$ cat config.mk
export PLATFORM = sky130hd
export DESIGN_NAME = decimating_fir_deemphasis_limiter_unit
export DESIGN_NICKNAME = d
export VERILOG_FILES = /design/src/hw/rtl/dfdl_pkg.sv /design/src/hw/rtl/decimating_fir_deemphasis_limiter_unit.sv /design/src/hw/rtl/dfdl_div.sv
export SDC_FILE = /design/constraint.sdc
export NUM_CORES = 2
export LEC_CHECK = 0
export CAP_MARGIN = 0
export CORE_ASPECT_RATIO = 1.25
export CORE_UTILIZATION = 55
export DETAILED_ROUTE_END_ITERATION = 12
export DONT_BUFFER_PORTS = 1
export PLACE_DENSITY = 0.74
export SLEW_MARGIN = 20
export SYNTH_ARGS = -nofsm -noshare
export SYNTH_HDL_FRONTEND = slang
export SYNTH_SLANG_ARGS = --single-unit
$ cat constraint.sdc
create_clock -name clk -period 15.81 [get_ports clk]
set_input_delay 1.581 -clock clk [delete_from_list [all_inputs] [get_ports clk]]
set_output_delay 1.581 -clock clk [all_outputs]
set_load 0.005 [all_outputs]
$ cat src/hw/rtl/dfdl_pkg.sv
// Package for the decimating FIR, de-emphasis and limiter block.
// Holds shared widths, reset values, register and action codes, and divider types.
// No dependencies.
package dfdl_pkg;

  localparam int DFDL_MAX_TAPS = 64;

  localparam int SAMPLE_W = 16;
  localparam int COEF_W   = 18;
  localparam int LEVEL_W  = 24;
  localparam int CFG_W    = 16;

  localparam logic [6:0]  DECIM_RESET = 7'd1;
  localparam logic [6:0]  TAPS_RESET  = 7'd64;
  localparam logic [15:0] ALPHA_RESET = 16'd19275;
  localparam logic [15:0] DECAY_RESET = 16'd65503;
  localparam logic [23:0] PEAK_RESET  = 24'd8389;

  // 0.9 in Q0.15.
  localparam int GAIN_Q15 = 29491;

  // Rounding divider: numerator 2*|num| + den, denominator 2*den.
  localparam int DIV_NUM_W = 41;
  localparam int DIV_DEN_W = 26;
  localparam int DIV_Q_W   = 17;

  typedef enum logic [1:0] {
    REG_DECIM = 2'd0,
    REG_TAPS  = 2'd1,
    REG_ALPHA = 2'd2,
    REG_DECAY = 2'd3
  } dfdl_reg_t;

  localparam logic ACT_SAMPLE = 1'b0;
  localparam logic ACT_COEF   = 1'b1;

  typedef struct packed {
    logic busy;
    logic done;
  } dfdl_div_stat_t;

endpackage

$ cat src/hw/rtl/decimating_fir_deemphasis_limiter_unit.sv
// Decimating FIR, de-emphasis and peak limiter around one shared multiplier.
// Depends on dfdl_pkg and dfdl_div.
// Coefficient writes and samples that produce no output are taken without leaving
// idle; an output sample passes through the MAC, post-filter, divider and output steps,
// and waits in S_OUT while the previous result waits on out_ready.
// Reset is synchronous: history reads as zero, registers take their defaults.
module decimating_fir_deemphasis_limiter_unit import dfdl_pkg::*; #(
  parameter int MAX_TAPS = DFDL_MAX_TAPS
) (
  input  logic                       clk,
  input  logic                       rst,
  input  logic                       in_valid,
  output logic                       in_ready,
  input  logic                       action,
  input  logic signed [SAMPLE_W-1:0] sample,
  input  logic [5:0]                 coef_index,
  input  logic signed [COEF_W-1:0]   coef_value,
  output logic                       out_valid,
  input  logic                       out_ready,
  output logic signed [SAMPLE_W-1:0] audio,
  input  logic                       cfg_we,
  input  logic [1:0]                 cfg_index,
  input  logic [CFG_W-1:0]           cfg_data
);

  localparam int AW    = $clog2(MAX_TAPS);
  localparam int NW    = AW + 1;
  localparam int PW    = 43;
  localparam int ACC_W = SAMPLE_W + COEF_W + AW;
  localparam int X_MAX = 8388607;
  localparam int X_MIN = -8388608;

  typedef enum logic [3:0] {
    S_IDLE, S_MAC, S_ROUND, S_DMUL, S_DUPD, S_PMUL, S_PUPD, S_GMUL,
    S_DSET, S_DWAIT, S_OUT
  } state_t;

  state_t state;

  logic [6:0]  r_decim;
  logic [6:0]  r_taps;
  logic [15:0] r_alpha;
  logic [15:0] r_decay;

  logic signed [COEF_W-1:0]   coef_mem [MAX_TAPS];
  logic signed [SAMPLE_W-1:0] hist_mem [MAX_TAPS];
  logic [MAX_TAPS-1:0]        hist_valid;

  logic [AW-1:0]              write_pos;
  logic [5:0]                 decim_phase;
  logic signed [LEVEL_W-1:0]  level;
  logic [LEVEL_W-1:0]         peak;

  logic [NW-1:0]              kcnt;
  logic [AW-1:0]              rd_idx;
  logic                       rd_v;
  logic                       mul_v;
  logic signed [COEF_W-1:0]   coef_rd;
  logic signed [SAMPLE_W-1:0] hist_rd;
  logic                       hist_ok;
  logic signed [ACC_W-1:0]    acc;
  logic signed [PW-1:0]       p;
  logic signed [LEVEL_W-1:0]  x_r;
  logic [LEVEL_W-1:0]         ay_r;
  logic                       neg_r;
  logic signed [SAMPLE_W-1:0] res_r;

  logic [NW-1:0]              n_eff;
  logic [6:0]                 m_eff;
  logic [AW-1:0]              wp;
  logic [NW-1:0]              wp_inc;
  logic [AW-1:0]              wp_new;
  logic [AW-1:0]              first_idx;
  logic [AW-1:0]              next_idx;
  logic                       issue;
  logic                       hist_take;
  logic                       coef_take;
  logic                       phase_more;

  logic signed [24:0]         ma;
  logic signed [17:0]         mb;
  logic signed [24:0]         dval;
  logic signed [ACC_W:0]      rsum;
  logic signed [ACC_W:0]      rsh;
  logic signed [LEVEL_W-1:0]  x_sat;
  logic signed [PW-1:0]       pr;
  logic signed [PW-1:0]       pr_sh;
  logic signed [27:0]         y_wide;
  logic signed [LEVEL_W-1:0]  y_sat;
  logic signed [24:0]         y25;
  logic signed [24:0]         ay25;
  logic [LEVEL_W-1:0]         peak_dec;
  logic [PW-1:0]              mag;
  logic [24:0]                den;
  logic [DIV_NUM_W-1:0]       div_num;
  logic [DIV_DEN_W-1:0]       div_den;
  dfdl_div_stat_t             div_stat;
  logic [DIV_Q_W-1:0]         quot;
  logic signed [SAMPLE_W-1:0] result;

  assign in_ready  = (state == S_IDLE);
  assign hist_take = in_valid && in_ready && (action == ACT_SAMPLE);
  assign coef_take = in_valid && in_ready && (action == ACT_COEF);

  // Clamp the register values to the ranges the datapath supports.
  always_comb begin
    int t;
    t = int'(r_taps);
    if (t == 0) begin
      t = 1;
    end else if (t > MAX_TAPS) begin
      t = MAX_TAPS;
    end
    n_eff = NW'(t);
    if (r_decim == 7'd0) begin
      m_eff = 7'd1;
    end else if (r_decim > 7'd64) begin
      m_eff = 7'd64;
    end else begin
      m_eff = r_decim;
    end
  end

  // Ring pointer: restart at entry 0 if the ring has shrunk under it.
  always_comb begin
    wp        = ({1'b0, write_pos} >= n_eff) ? '0 : write_pos;
    wp_inc    = {1'b0, wp} + 1'b1;
    wp_new    = (wp_inc >= n_eff) ? '0 : wp_inc[AW-1:0];
    first_idx = (wp_new == '0) ? n_eff[AW-1:0] - 1'b1 : wp_new - 1'b1;
    next_idx  = (rd_idx == '0) ? n_eff[AW-1:0] - 1'b1 : rd_idx - 1'b1;
  end

  assign phase_more = ({1'b0, decim_phase} + 7'd1) < m_eff;
  assign issue      = (state == S_MAC) && (kcnt < n_eff);

  // Operand selection for the shared multiplier.
  assign dval = {x_r[LEVEL_W-1], x_r} - {level[LEVEL_W-1], level};

  always_comb begin
    case (state)
      S_DMUL: begin
        ma = dval;
        mb = {2'b00, r_alpha};
      end
      S_PMUL: begin
        ma = {1'b0, peak};
        mb = {2'b00, r_decay};
      end
      S_GMUL: begin
        ma = {level[LEVEL_W-1], level};
        mb = 18'(GAIN_Q15);
      end
      default: begin
        ma = hist_ok ? 25'(hist_rd) : '0;
        mb = coef_rd;
      end
    endcase
  end

  // Round the FIR sum to Q1.23 and saturate.
  always_comb begin
    rsum = {acc[ACC_W-1], acc} + (ACC_W + 1)'(256);
    rsh  = rsum >>> 9;
    if (rsh > (ACC_W + 1)'(X_MAX)) begin
      x_sat = LEVEL_W'(X_MAX);
    end else if (rsh < (ACC_W + 1)'(X_MIN)) begin
      x_sat = LEVEL_W'(X_MIN);
    end else begin
      x_sat = rsh[LEVEL_W-1:0];
    end
  end

  // De-emphasis update and the decayed peak.
  always_comb begin
    pr     = p + PW'(32768);
    pr_sh  = pr >>> 16;
    y_wide = {{4{level[LEVEL_W-1]}}, level} + pr_sh[27:0];
    if (y_wide > 28'(X_MAX)) begin
      y_sat = LEVEL_W'(X_MAX);
    end else if (y_wide < 28'(X_MIN)) begin
      y_sat = LEVEL_W'(X_MIN);
    end else begin
      y_sat = y_wide[LEVEL_W-1:0];
    end
    y25      = {y_sat[LEVEL_W-1], y_sat};
    ay25     = y25[24] ? -y25 : y25;
    peak_dec = pr[39:16];
  end

  // Gain: round(|y*0.9| / (peak + 1)) through the rounding divider.
  always_comb begin
    mag     = p[PW-1] ? PW'(-p) : PW'(p);
    den     = {1'b0, peak} + 25'd1;
    div_num = {1'b0, mag[38:0], 1'b0} + DIV_NUM_W'(den);
    div_den = {den, 1'b0};
    if (quot[DIV_Q_W-1] || quot[DIV_Q_W-2]) begin
      result = neg_r ? 16'sh8000 : 16'sh7FFF;
    end else if (neg_r) begin
      result = -$signed({1'b0, quot[14:0]});
    end else begin
      result = $signed({1'b0, quot[14:0]});
    end
  end

  dfdl_div u_div (
    .clk   (clk),
    .rst   (rst),
    .start (state == S_DSET),
    .num   (div_num),
    .den   (div_den),
    .stat  (div_stat),
    .quot  (quot)
  );

  // Coefficient table and sample history, with registered reads.
  always_ff @(posedge clk) begin
    if (coef_take && (int'(coef_index) < MAX_TAPS)) begin
      coef_mem[AW'(coef_index)] <= coef_value;
    end
    if (hist_take) begin
      hist_mem[wp] <= sample;
    end
    coef_rd <= coef_mem[issue ? kcnt[AW-1:0] : '0];
    hist_rd <= hist_mem[rd_idx];
  end

  always_ff @(posedge clk) begin
    p <= ma * mb;
  end

  always_ff @(posedge clk) begin
    if (rst) begin
      state       <= S_IDLE;
      r_decim     <= DECIM_RESET;
      r_taps      <= TAPS_RESET;
      r_alpha     <= ALPHA_RESET;
      r_decay     <= DECAY_RESET;
      hist_valid  <= '0;
      write_pos   <= '0;
      decim_phase <= '0;
      level       <= '0;
      peak        <= PEAK_RESET;
      kcnt        <= '0;
      rd_v        <= 1'b0;
      mul_v       <= 1'b0;
      out_valid   <= 1'b0;
    end else begin
      if (cfg_we) begin
        unique case (dfdl_reg_t'(cfg_index))
          REG_DECIM: r_decim <= cfg_data[6:0];
          REG_TAPS:  r_taps  <= cfg_data[6:0];
          REG_ALPHA: r_alpha <= cfg_data;
          REG_DECAY: r_decay <= cfg_data;
        endcase
      end

      // In S_OUT the output register is refilled directly.
      if (out_valid && out_ready && (state != S_OUT)) begin
        out_valid <= 1'b0;
      end

      hist_ok <= hist_valid[rd_idx];
      rd_v    <= issue;
      mul_v   <= rd_v;

      unique case (state)
        S_IDLE: begin
          if (hist_take) begin
            hist_valid[wp] <= 1'b1;
            write_pos      <= wp_new;
            if (phase_more) begin
              decim_phase <= decim_phase + 6'd1;
            end else begin
              decim_phase <= '0;
              acc         <= '0;
              kcnt        <= '0;
              rd_idx      <= first_idx;
              state       <= S_MAC;
            end
          end
        end
        S_MAC: begin
          if (issue) begin
            kcnt   <= kcnt + 1'b1;
            rd_idx <= next_idx;
          end
          if (mul_v) begin
            acc <= acc + ACC_W'(p);
          end
          // The last product is added on the edge that leaves this state.
          if (!issue && !rd_v) begin
            state <= S_ROUND;
          end
        end
        S_ROUND: begin
          x_r   <= x_sat;
          state <= S_DMUL;
        end
        S_DMUL: begin
          state <= S_DUPD;
        end
        S_DUPD: begin
          level <= y_sat;
          ay_r  <= ay25[LEVEL_W-1:0];
          state <= S_PMUL;
        end
        S_PMUL: begin
          state <= S_PUPD;
        end
        S_PUPD: begin
          peak  <= (ay_r > peak) ? ay_r : peak_dec;
          state <= S_GMUL;
        end
        S_GMUL: begin
          state <= S_DSET;
        end
        S_DSET: begin
          neg_r <= p[PW-1];
          state <= S_DWAIT;
        end
        S_DWAIT: begin
          if (div_stat.done && !div_stat.busy) begin
            res_r <= result;
            state <= S_OUT;
          end
        end
        S_OUT: begin
          if (!out_valid || out_ready) begin
            audio     <= res_r;
            out_valid <= 1'b1;
            state     <= S_IDLE;
          end
        end
        default: begin
          state <= S_IDLE;
        end
      endcase
    end
  end

endmodule

$ cat src/hw/rtl/dfdl_div.sv
// Restoring divider, one quotient bit per cycle, for the limiter gain.
// Depends on dfdl_pkg for widths and the status struct.
module dfdl_div import dfdl_pkg::*; (
  input  logic                 clk,
  input  logic                 rst,
  input  logic                 start,
  input  logic [DIV_NUM_W-1:0] num,
  input  logic [DIV_DEN_W-1:0] den,
  output dfdl_div_stat_t       stat,
  output logic [DIV_Q_W-1:0]   quot
);

  localparam int RW = DIV_DEN_W + DIV_Q_W - 1;
  localparam int CW = $clog2(DIV_Q_W);

  logic [RW-1:0] rem;
  logic [RW-1:0] dsh;
  logic [CW-1:0] cnt;
  logic          busy;
  logic          done;
  logic          fits;

  assign fits = (rem >= dsh);
  assign stat = '{busy: busy, done: done};

  always_ff @(posedge clk) begin
    if (rst) begin
      busy <= 1'b0;
      done <= 1'b0;
      cnt  <= '0;
    end else begin
      done <= !start && busy && (cnt == CW'(DIV_Q_W - 1));
      if (start) begin
        rem  <= RW'(num);
        dsh  <= {den, (DIV_Q_W - 1)'(0)};
        quot <= '0;
        cnt  <= '0;
        busy <= 1'b1;
      end else if (busy) begin
        if (fits) begin
          rem <= rem - dsh;
        end
        quot <= {quot[DIV_Q_W-2:0], fits};
        dsh  <= dsh >> 1;
        if (cnt == CW'(DIV_Q_W - 1)) begin
          busy <= 1'b0;
        end else begin
          cnt <= cnt + 1'b1;
        end
      end
    end
  end

endmodule

# [Yosys cells after proc, flatten, opt, wreduce, memory -nomap -nowiden]
# Memories as Yosys holds them, arrays and structs flattened. A register that Yosys moved wholly into a read port is not among the register bits.
# Index checks and enable logic that the tools add are counted.
[classes] add_sub_neg=19 n_mul=1 order_cmp=15 n_eq_ne=22 mux=60 n_bitwise=4 n_reduce_logical=45
[ops] cell="$mux 42" count=4
[ops] cell="$mux 40" count=3
[ops] cell="$mux 24" count=4
[ops] cell="$pmux 40 s2" count=1
[ops] cell="$pmux 25 s3" count=1
[ops] cell="$or 64x64->64" count=1
[ops] cell="$mux 6" count=9
[ops] cell="$pmux 18 s3" count=1
[ops] cell="$mux 7" count=7
[ops] cell="$mux 16" count=3
[ops] cell="$pmux 4 s11" count=1
[ops] cell="$add 43x17->43 const B" count=1
[ops] cell="$mul 25x18->43" count=1
[ops] cell="$ge 42x42->1" count=1
[ops] cell="$sub 42x42->42" count=1
[ops] cell="$add 40x10->41 const B" count=1
[ops] cell="$add 40x25->41" count=1
[ops] cell="$mux 41" count=1
[ops] cell="$add 40x40->40" count=1
[ops] cell="$mux 39" count=1
[ops] cell="$neg 39->39" count=1
[ops] cell="$gt 32x24->1 const B" count=1
[ops] cell="$lt 32x24->1 const B" count=1
[ops] cell="$add 24x27->28" count=1
[ops] cell="other kinds (51)" count=118
[totals] register_bits=463 mem_bits_rw=2176 input_bits=64 output_inout_bits=18 word_cells=200 n_memories=2
[mem_list] memory="coef_mem" depth=64 width=18 rd=1 rd_clocked_by_memory_dff=1 write_ports=1 line_no="decimating_fir_deemphasis_limiter_unit.sv:45" rtl="logic signed [COEF_W-1:0] coef_mem [MAX_TAPS];"
[mem_list] memory="hist_mem" depth=64 width=16 rd=1 rd_clocked_by_memory_dff=1 write_ports=1 line_no="decimating_fir_deemphasis_limiter_unit.sv:46" rtl="logic signed [SAMPLE_W-1:0] hist_mem [MAX_TAPS];"

# [Logic depth before layout (Yosys ltp)]
[depth] word_depth=13 ltp_mapped=38 mapped_depth_nobuf=38

# [By module]
# Synthesis repeated with hierarchy kept, for this count alone.
[unflattened] hier_cells=10176 hier_area_um2=131865.2
[modules_own_cells] module="decimating_fir_deemphasis_limiter_unit" n_inst=1 cells_each=9453 area_each_um2=125083.7 seq_area_each_um2=74411.4
[modules_own_cells] module="dfdl_div" n_inst=1 cells_each=723 area_each_um2=6781.5 seq_area_each_um2=3173.0

# [Worst setup path before layout]
# No wires, ideal clock.
[synth_path] path_type="reg-to-reg" start="register level[2]" end="register p[42]" setup_time_ps=120 arrival_time_ps=8533 required_time_ps=15690 setup_slack_ps=7157 path_stages_with_launch=35 path_buffers=0 period_less_slack_ps=8653 path_cell_list="dfxtp_1 inv_1 ha_1 nor2b_1 o21ai_0 a21boi_0 o31a_1 o21a_1 o211ai_1 o221ai_1 a221oi_1 xnor2_1 a21oi_1 nor2_1 fa_1 inv_1 fa_1 fa_1 inv_1 fa_1 fa_1 inv_1 fa_1 inv_1 ha_1 a21o_1 a21o_1 a21o_1 or4_1 nand2_1 o311ai_1 a311oi_1 o21ai_0 a21oi_1 xnor2_1"
[synth_via] elab_chain_cells=3
[synth_lines] element="start: declaration" line_no="decimating_fir_deemphasis_limiter_unit.sv:51" rtl="logic signed [LEVEL_W-1:0] level;"
[synth_lines] element="start signal: assignment" line_no="decimating_fir_deemphasis_limiter_unit.sv:303" rtl="level <= y_sat;"
[synth_lines] element="$sub 24x24->25" line_no="decimating_fir_deemphasis_limiter_unit.sv:137" rtl="assign dval = {x_r[LEVEL_W-1], x_r} - {level[LEVEL_W-1], level};"
[synth_lines] element="$pmux 25 s3 *" line_no="decimating_fir_deemphasis_limiter_unit.sv:140" rtl="case (state)"
[synth_lines] element="$mul 25x18->43 *" line_no="decimating_fir_deemphasis_limiter_unit.sv:228" rtl="p <= ma * mb;"
[synth_lines] element="end signal: assignment" line_no="decimating_fir_deemphasis_limiter_unit.sv:228"
[synth_lines] element="end: declaration" line_no="decimating_fir_deemphasis_limiter_unit.sv:62" rtl="logic signed [PW-1:0] p;"
# Mark *: on every way between the ends. The rest lies on a longest branch, timed or not.
# A chain may end at the register's enable or synchronous reset.

# [Final worst setup path]
[layout_path] start="register level[0]" end="register p[42]"
# Same word-level chain as after synthesis.

==> impl_metrics.tcl <==
set metrics [dict create \
    synth_nets 11215 \
    synth_edf_count 2405 \
    leakage_nw 52.0 \
    cts_buffers 269 \
    crit_required_ns 16.54 \
    end_kind "flop" \
    cts_tree "done" \
    drive_gt1_share_pct 10.3 \
    worst_pin_slew_ns 1.27 \
    hp-class "flop to flop" \
    drc 0 \
    htreeDepth 5 \
    max_freq_mhz 97.9 \
    cp_max_fo 11 \
    async_reset_ff_share_pct 0 \
    crit_start "level[0]" \
    hpwl_um 247000 \
    area_growth_pct 9.70 \
    cts_resized 0 \
    hp-start "res_r[13]" \
    min_period_ns 10.21 \
    status "completed" \
    vias 86967 \
    syn-cell-area_mm2 0.133 \
    finalPower_mw 22.1 \
    met2_length_um 184000 \
    setup_viol 0 \
    tns_ns 0 \
    crit_buf_inv 5 \
    grt_max_degree 209 \
    crit_type "flop to flop" \
    wl_per_cell_um 27.8 \
    hold_depth 0 \
    dr.max_layer_used "met5" \
    rows 201 \
    rr_endpoint "p[42]" \
    wl_um 381000 \
    max_stage_delay_ns 0.62 \
    path_delay_family "adder cells" \
    ys_seq_area_share_pct 58.5 \
    hold_end "audio[13]" \
    maxSlewViolCount 0 \
    cap_violations 0 \
    grt.overflow.total 0 \
    ys_seq_elements 2673 \
    dieArea_mm2 0.243 \
    max-vdd-ir-drop_v 0.000282 \
    reg2reg_depth 36 \
    grt_pass1_wl_um 559000 \
    grt_pass1_vias 86156 \
    core-area_mm2 0.240 \
    netlist_instances 10376 \
    crit_path_frequent_cell "fa_1" \
    synth.top_cell.area_share_pct 54.5 \
    grt_setup_unrepaired "no" \
    clk_latency_ns 0.89 \
    clkSinkCount 2673 \
    chipWidth_um 441 \
    via_per_inst 6.34 \
    power_density_mw_per_mm2 152 \
    ant_nets 0 \
    first_pass_iters 8 \
    avgSynthCellArea_um2 12.8 \
    reg2reg_slack_ns 5.60 \
    cts-root-buf "clkbuf_16" \
    finalClockSkew_ns 0.0706 \
    initial_core_util_pct 55.3 \
    wl_met1_um 136000 \
    io_buffers 0 \
    synth_top_area_cell "edfxtp_1" \
    die-height_um 551 \
    postCtsHoldBufs 0 \
    synth_area_leaders "edfxtp_1 54%, fa_1 6.7%, mux4_2 5.4%, dfxtp_1 4.0%, nand2_1 3.6%" \
    cp-start-kind "flop" \
    crit_path_top_delay_cell "a22o_1" \
    worstReg2RegStart "level[0]" \
    fin_crit_sh_pct 64.6 \
    postCtsSetupBuffers 0 \
    yosysWarnings 0 \
    synth_cell_types 96 \
    io_pins 82 \
    antenna_found_initial 24 \
    place.gp.congestion 0.984 \
    fillCellCount 17878 \
    wl_met3_um 35700 \
    track_usage_pct 31.1 \
    max_slew_margin_pct 15.1 \
    clk_pin_slew_ns 0.07 \
    ys.flop_type "edfxtp_1" \
    cp.arrival_ns 10.94 \
    drt_iter0_markers 9575 \
    hold_violations 0 \
    nNetsFinal 11182 \
    clockBufferDepth 4 \
]
[stage by stage]
| stage | instances | hold slack (ns) | setup slack [ns] | area (um^2) | utilization [%] |
|---|---|---|---|---|---|
| 2_1_floorplan | 10376 | 0.400 | 7.16 | 133000 | - |
| 3_3_place_gp | 13217 | 0.404 | 5.76 | 137000 | 57.0 |
| 3_5_place_dp | 13217 | 0.405 | 5.81 | 137000 | 57.0 |
| 4_1_cts | 13694 | 0.422 | 5.78 | 145000 | 60.6 |
| 5_1_grt | 13698 | 0.427 | 5.13 | 145000 | 60.7 |
| 6_report | 13709 | 0.420 | 5.60 | 145000 | 60.7 |
[cell usage after synthesis, drive strengths merged, types with 19 or more instances]
cell       n
edfxtp  2405
nand2   1260
nor2     719
inv      682
nand3    482
a21oi    475
fa       446
clkbuf   428
o21ai    356
ha       329
mux4     317
dfxtp    268
mux2i    231
xnor2    194
xor2     122
a21o     109
a31oi    109
buf      103
or3      103
nor3      93
o21a      91
a21boi    87
and2      84
nor2b     82
o22ai     70
nor4      66
o221ai    64
nand2b    62
and3      52
nand4     50
nor3b     45
a22oi     42
o31ai     33
a211oi    29
o21bai    27
o211ai    26
a221oi    23
or2       19
[state kept, by name (all words and copies together), names as in the netlist, 6 cells and up]
name,cells
rd_idx,6
decim_phase,6
r_taps,7
hist_mem,1024
x_r,24
write_pos,6
kcnt,7
r_alpha,16
audio,16
u_div.rem,42
coef_rd,18
p,43
ay_r,24
hist_rd,16
peak,24
hist_valid,64
level,24
res_r,16
r_decim,7
r_decay,16
u_div.dsh,42
u_div.quot,17
acc,40
coef_mem,1152
[worst reg2reg max path: cells and delay by family, from the launching register on]
family / cells / cell delay, ns
buffers and inverters: 5 / 0.26
and+or+nand+nor: 5 / 1.07
xor gates and xnor gates: 2 / 0.37
adders and majority gates: 9 / 4.09
AOI/OAI and AO/OA: 15 / 3.94
DFF: 1 / 0.34
[where the power goes]
part           internal, mW  switching [mW]
logic                  2.80            4.71
registers              7.89           0.278
clock network          3.67            2.75
total                  14.4            7.74
[cells in the final DEF, fill, tap and decap left out, types with 88 or more instances in the layout]
| master | Yosys | final |
|---|---|---|
| a31oi_1 | 108 | 107 |
| o21ai_0 | 339 | 339 |
| nor3_1 | 91 | 88 |
| clkbuf_16 | 0 | 274 |
| mux4_2 | 317 | 317 |
| fa_1 | 446 | 446 |
| xor2_1 | 122 | 122 |
| a21o_1 | 109 | 109 |
| mux2i_1 | 231 | 231 |
| nand2_1 | 1259 | 1255 |
| nand3_1 | 482 | 482 |
| o21a_1 | 91 | 91 |
| dfxtp_1 | 268 | 265 |
| xnor2_1 | 194 | 194 |
| a21oi_1 | 474 | 468 |
| inv_1 | 682 | 681 |
| edfxtp_1 | 2405 | 2405 |
| ha_1 | 329 | 329 |
| or3_1 | 102 | 102 |
| nor2_1 | 719 | 664 |
| buf_4 | 6 | 221 |
[cell type report]
type / instances / area (um^2) / share of cell area [%]
antenna: 14 / 35.0 / 0.0241
clock buffer: 337 / 7200 / 4.95
clock inverter: 140 / 1560 / 1.07
inverter: 685 / 2570 / 1.77
multi-input combinational: 6487 / 50800 / 34.9
sequential: 2673 / 77600 / 53.3
tap: 3146 / 3940 / 2.71
timing repair buffer: 227 / 1790 / 1.23
[worst max-delay path by stage]
stage | cells after the start | to
floorplan | 34 | p[42]
detailed placement | 36 | p[42]
global placement | 37 | p[42]
global route | 36 | p[40]
finish | 36 | p[42]
CTS | 36 | p[42]
[metal layers]
layer	global-route usage [%]	vias up
met5	0	-
met4	17.9	10
met3	6.35	1015
met2	50.6	4616
met1	38.8	43618
li1	-	37708
[logic make-up after synthesis]
family / synth area share, %
AND/OR/NAND/NOR: 10.9
flip-flops: 58.5
AO/OA/AOI/OAI: 7.94
buffers and inverters: 3.50
adder cells (fa/ha/maj): 9.84
multiplexers: 7.26
XOR/XNOR: 2.09
Power figures use the tool's default switching activity.
